<file path="config.mk">
export PLATFORM = sky130hd
export DESIGN_NAME = mf3_median
export DESIGN_NICKNAME = d
export VERILOG_FILES = /design/src/mf3_pkg.sv /design/src/mf3_median.sv
export SDC_FILE = /design/constraint.sdc
export NUM_CORES = 1
export LEC_CHECK = 0
export BUFFER_PORTS_ARGS = -buffer_cell sky130_fd_sc_hd__clkbuf_2
export CAP_MARGIN = 20
export CORE_MARGIN = 3
export CORE_UTILIZATION = 55
export DETAILED_ROUTE_END_ITERATION = 8
export GPL_TIMING_DRIVEN = 1
export MAX_ROUTING_LAYER = met4
export PLACE_DENSITY = 0.82
export SLEW_MARGIN = 20
export SYNTH_ARGS = -nofsm -noshare
export SYNTH_HDL_FRONTEND = slang
export SYNTH_SLANG_ARGS = --single-unit
</file>
<file path="constraint.sdc">
create_clock -name vclk -period 16.4
set_input_delay 2.46 -clock vclk [all_inputs]
set_output_delay 2.46 -clock vclk [all_outputs]
set_load 0.02 [all_outputs]
</file>
<file path="src/mf3_pkg.sv">
// Shared types, constants and compare helpers for the 3x3 median filter.
// No dependencies; used by mf3_median and median_filter_3x3.
package mf3_pkg;

  localparam int PIX_W         = 8;
  localparam int IMG_WIDTH_W   = 11;
  localparam int IMG_HEIGHT_W  = 16;
  localparam int CFG_DATA_W    = 16;
  localparam int CFG_INDEX_W   = 1;
  localparam int MAX_WIDTH_DEF = 1024;
  localparam int MIN_DIM       = 3;

  localparam logic [IMG_WIDTH_W-1:0]  WIDTH_RESET  = 11'd640;
  localparam logic [IMG_HEIGHT_W-1:0] HEIGHT_RESET = 16'd480;

  typedef logic [PIX_W-1:0] pix_t;

  // Configuration register indexes
  typedef enum logic [CFG_INDEX_W-1:0] {
    REG_IMAGE_WIDTH  = 1'b0,
    REG_IMAGE_HEIGHT = 1'b1
  } cfg_reg_t;

  // One window column, sorted
  typedef struct packed {
    pix_t hi;
    pix_t mid;
    pix_t lo;
  } col_t;

  function automatic pix_t min2(input pix_t a, input pix_t b);
    return (a < b) ? a : b;
  endfunction

  function automatic pix_t max2(input pix_t a, input pix_t b);
    return (a > b) ? a : b;
  endfunction

  function automatic pix_t med3(input pix_t a, input pix_t b, input pix_t c);
    return max2(min2(a, b), min2(max2(a, b), c));
  endfunction

  // Sorts three pixels into lo, mid and hi with the min, max and median helpers
  function automatic col_t sort3(input pix_t a, input pix_t b, input pix_t c);
    col_t res;
    res.lo  = min2(min2(a, b), c);
    res.hi  = max2(max2(a, b), c);
    res.mid = med3(a, b, c);
    return res;
  endfunction

endpackage

</file>
<file path="src/mf3_median.sv">
// Median of a 3x3 window held as three column-sorted columns.
// Depends on mf3_pkg (col_t, min2/max2/med3).
module mf3_median (
  input  mf3_pkg::col_t [2:0] win,
  output mf3_pkg::pix_t       med
);
  import mf3_pkg::*;

  pix_t low_max;
  pix_t mid_med;
  pix_t high_min;

  // Largest of the column minima, median of the medians, smallest of maxima
  assign low_max  = max2(max2(win[0].lo, win[1].lo), win[2].lo);
  assign mid_med  = med3(win[0].mid, win[1].mid, win[2].mid);
  assign high_min = min2(min2(win[0].hi, win[1].hi), win[2].hi);

  assign med = med3(low_max, mid_med, high_min);

endmodule

</file>
==> impl_metrics.json <==
{
  "final_core_utilization": 0.6832,
  "hold_path.class": "in -> out",
  "finalMaxSlewViolations": 0,
  "routed.top_layer": "met4",
  "grt_pass1_vias": 3173,
  "antenna_found_initial": 0,
  "seq_cells": 0,
  "via_count": 3299,
  "grt_pass1_wl_um": 13100,
  "core-area_mm2": 0.005335,
  "n_antenna_cell": 0,
  "yosys.area_share.simple": 0.1580,
  "synth_compound_area_frac": 0.2561,
  "synth_top_cell_by_area": "ha_1",
  "yosysTopAreaCellShare": 0.2858,
  "overflow": 0,
  "cp.arrival_ns": 12.98,
  "final_hold_viol_count": 0,
  "multi_input_area_mm2": 0.002838,
  "met2_length_um": 3731,
  "cp-start-kind": "input port",
  "place_congestion": 0.9150,
  "drc": 0,
  "std_cell_rows": 26,
  "seq_area_frac_synth": 0,
  "synthAdderAreaFrac": 0.2894,
  "p_leak_nw": 2.117,
  "area_delta_synth_final_pct": 15.64,
  "fillers": 462,
  "relSlewSlack": 0.3045,
  "syn_inst": 435,
  "dieArea_mm2": 0.006675,
  "fp.dieW_um": 81.70,
  "outcome": "finished clean",
  "setup_viol_count_final": 0,
  "num_io_pins": 80,
  "synth_top_family_by_area": "adder cells",
  "clkbuf_count": 0,
  "period_minus_slack_ns": 15.44,
  "setup_tns_ns": 0,
  "synthTopCellsByArea": "ha_1, mux2i_1, inv_1",
  "portBuffers": 80,
  "rsz0062_at_grt": "false",
  "syn_nets": 579,
  "crit_path_max_incr_delay_ns": 0.40,
  "cp.required_ns": 13.94,
  "cp-startpoint": "win[33]",
  "syn-cell-area_mm2": 0.003152,
  "critPathMaxFanout": 17,
  "drive_above_1_share": 0.2294,
  "wl_per_cell_um": 13.60,
  "power_mw": 0.7705,
  "p_per_area_mw_per_mm2": 211.4,
  "dr.pass1.iters": 7,
  "cpMaxStageDelayCell": "mux2_2",
  "fin_crit_sh": 0.9413,
  "crit_type": "in -> out",
  "yosys-mux-area-fraction": 0.1842,
  "ys_top_cells_by_count": "inv_1, ha_1, a21oi_1",
  "wl_met1_um": 3540,
  "initial_utilization": 0.5908,
  "register_area_um2": 0,
  "vdd_drop_max_mv": 0.1587,
  "die_y_um": 81.70,
  "grt_usage": 0.2408,
  "synth_cell_types": 56,
  "post-synth-top-count-cell": "inv_1",
  "synth.avg_cell_area_um2": 7.245,
  "synth_xor_area_frac": 0.005558,
  "hold_depth": 5,
  "hpwl_um": 6985,
  "routed_wl_um": 7887,
  "vias_per_cell": 5.688,
  "maxCapViolCount": 0,
  "endpoint_kind": "output port",
  "max_slew.worst_pin.slew_ns": 1.043,
  "drtIter0Drc": 185,
  "fmax_mhz": 64.78,
  "wl_met3_um": 474,
  "yosys_warnings": 0,
  "min-delay-start": "win[65]",
  "grt_max_degree": 20,
  "whs_endpoint": "med[1]",
  "ant_nets": 0,
  "finalNetCount": 656,
  "ctsHoldBuffers": 0
}
## stage by stage
stage                     instance area (um^2)  setup WS, ns  instances  hold WS (ns)
after floorplan                           3152         1.995        435         5.329
after global placement                    3600         1.328        577         5.519
after detailed placement                  3600        0.8793        577         5.523
after CTS                                 3600        0.8486        577         5.528
after global routing                      3645       0.02922        580         5.575
final                                     3645        0.9628        580         5.533
## cells in the final DEF (no fill, tap or decap), types with 2 or more instances in the layout
cell	Yosys	routed
clkbuf_2	0	80
inv_1	73	73
ha_1	72	72
a21oi_1	34	33
mux2i_1	33	33
nor2_1	30	30
o21ai_0	28	28
a21o_1	21	21
nand2_1	19	19
mux2_2	15	15
o21ai_1	13	13
nand4_1	10	10
o21a_1	9	9
nand2b_1	8	8
nand3_1	7	7
buf_4	1	6
nor2b_1	5	5
o211ai_1	3	3
a211oi_1	3	3
mux2_4	3	3
and2_1	2	2
a21oi_2	1	2
mux2i_4	1	2
xor2_1	2	2
o31a_1	2	2
nor3_1	2	2
## report_power, final
| group | leakage, nW | internal (mW) | switching [mW] |
|---|---|---|---|
| Sequential | 0 | 0 | 0 |
| Clock | 0 | 0 | 0 |
| Combinational | 2.12 | 0.304 | 0.466 |
## critical path: cells and delay by family
kind	cells	cell delay, ns
buffers and inverters	6	0.79
AOI/OAI and AO/OA	25	4.15
and+or+nand+nor	16	2.56
muxes	4	1.18
adders and majority gates	6	1.80
## how the worst max path moves through the flow
stage / endpoint / slack [ns] / cells after the start
after floorplan: med[0] / 1.99 / 55
after global placement: med[1] / 1.33 / 57
after detailed placement: med[1] / 0.88 / 58
after CTS: med[1] / 0.85 / 58
after global routing: med[1] / 0.03 / 57
final: med[1] / 0.96 / 57
## final cells by class
type,instances,area share
inverter,73,0.07518
timing repair buffer,86,0.1222
tap,70,0.02403
multi-input combinational,351,0.7786
## logic make-up after synthesis
logic type	after synthesis
multiplexers	53
adder cells (fa/ha/maj)	73
buffers and inverters	84
AND/OR/NAND/NOR	95
XOR/XNOR	2
AO/OA/AOI/OAI	128
## layer usage
metal | global-route usage | vias to the layer above
li1 | - | 1709
met1 | 0.2857 | 1430
met2 | 0.4511 | 145
met3 | 0.006579 | 15
met4 | 0.05150 | 0
met5 | - | -
## timing repair
action,in CTS,in global routing
gates resized for setup,0,4
setup buffers,0,3
endpoints found under the setup margin,0,4
Note: power is estimated with default switching activity, not from simulation.
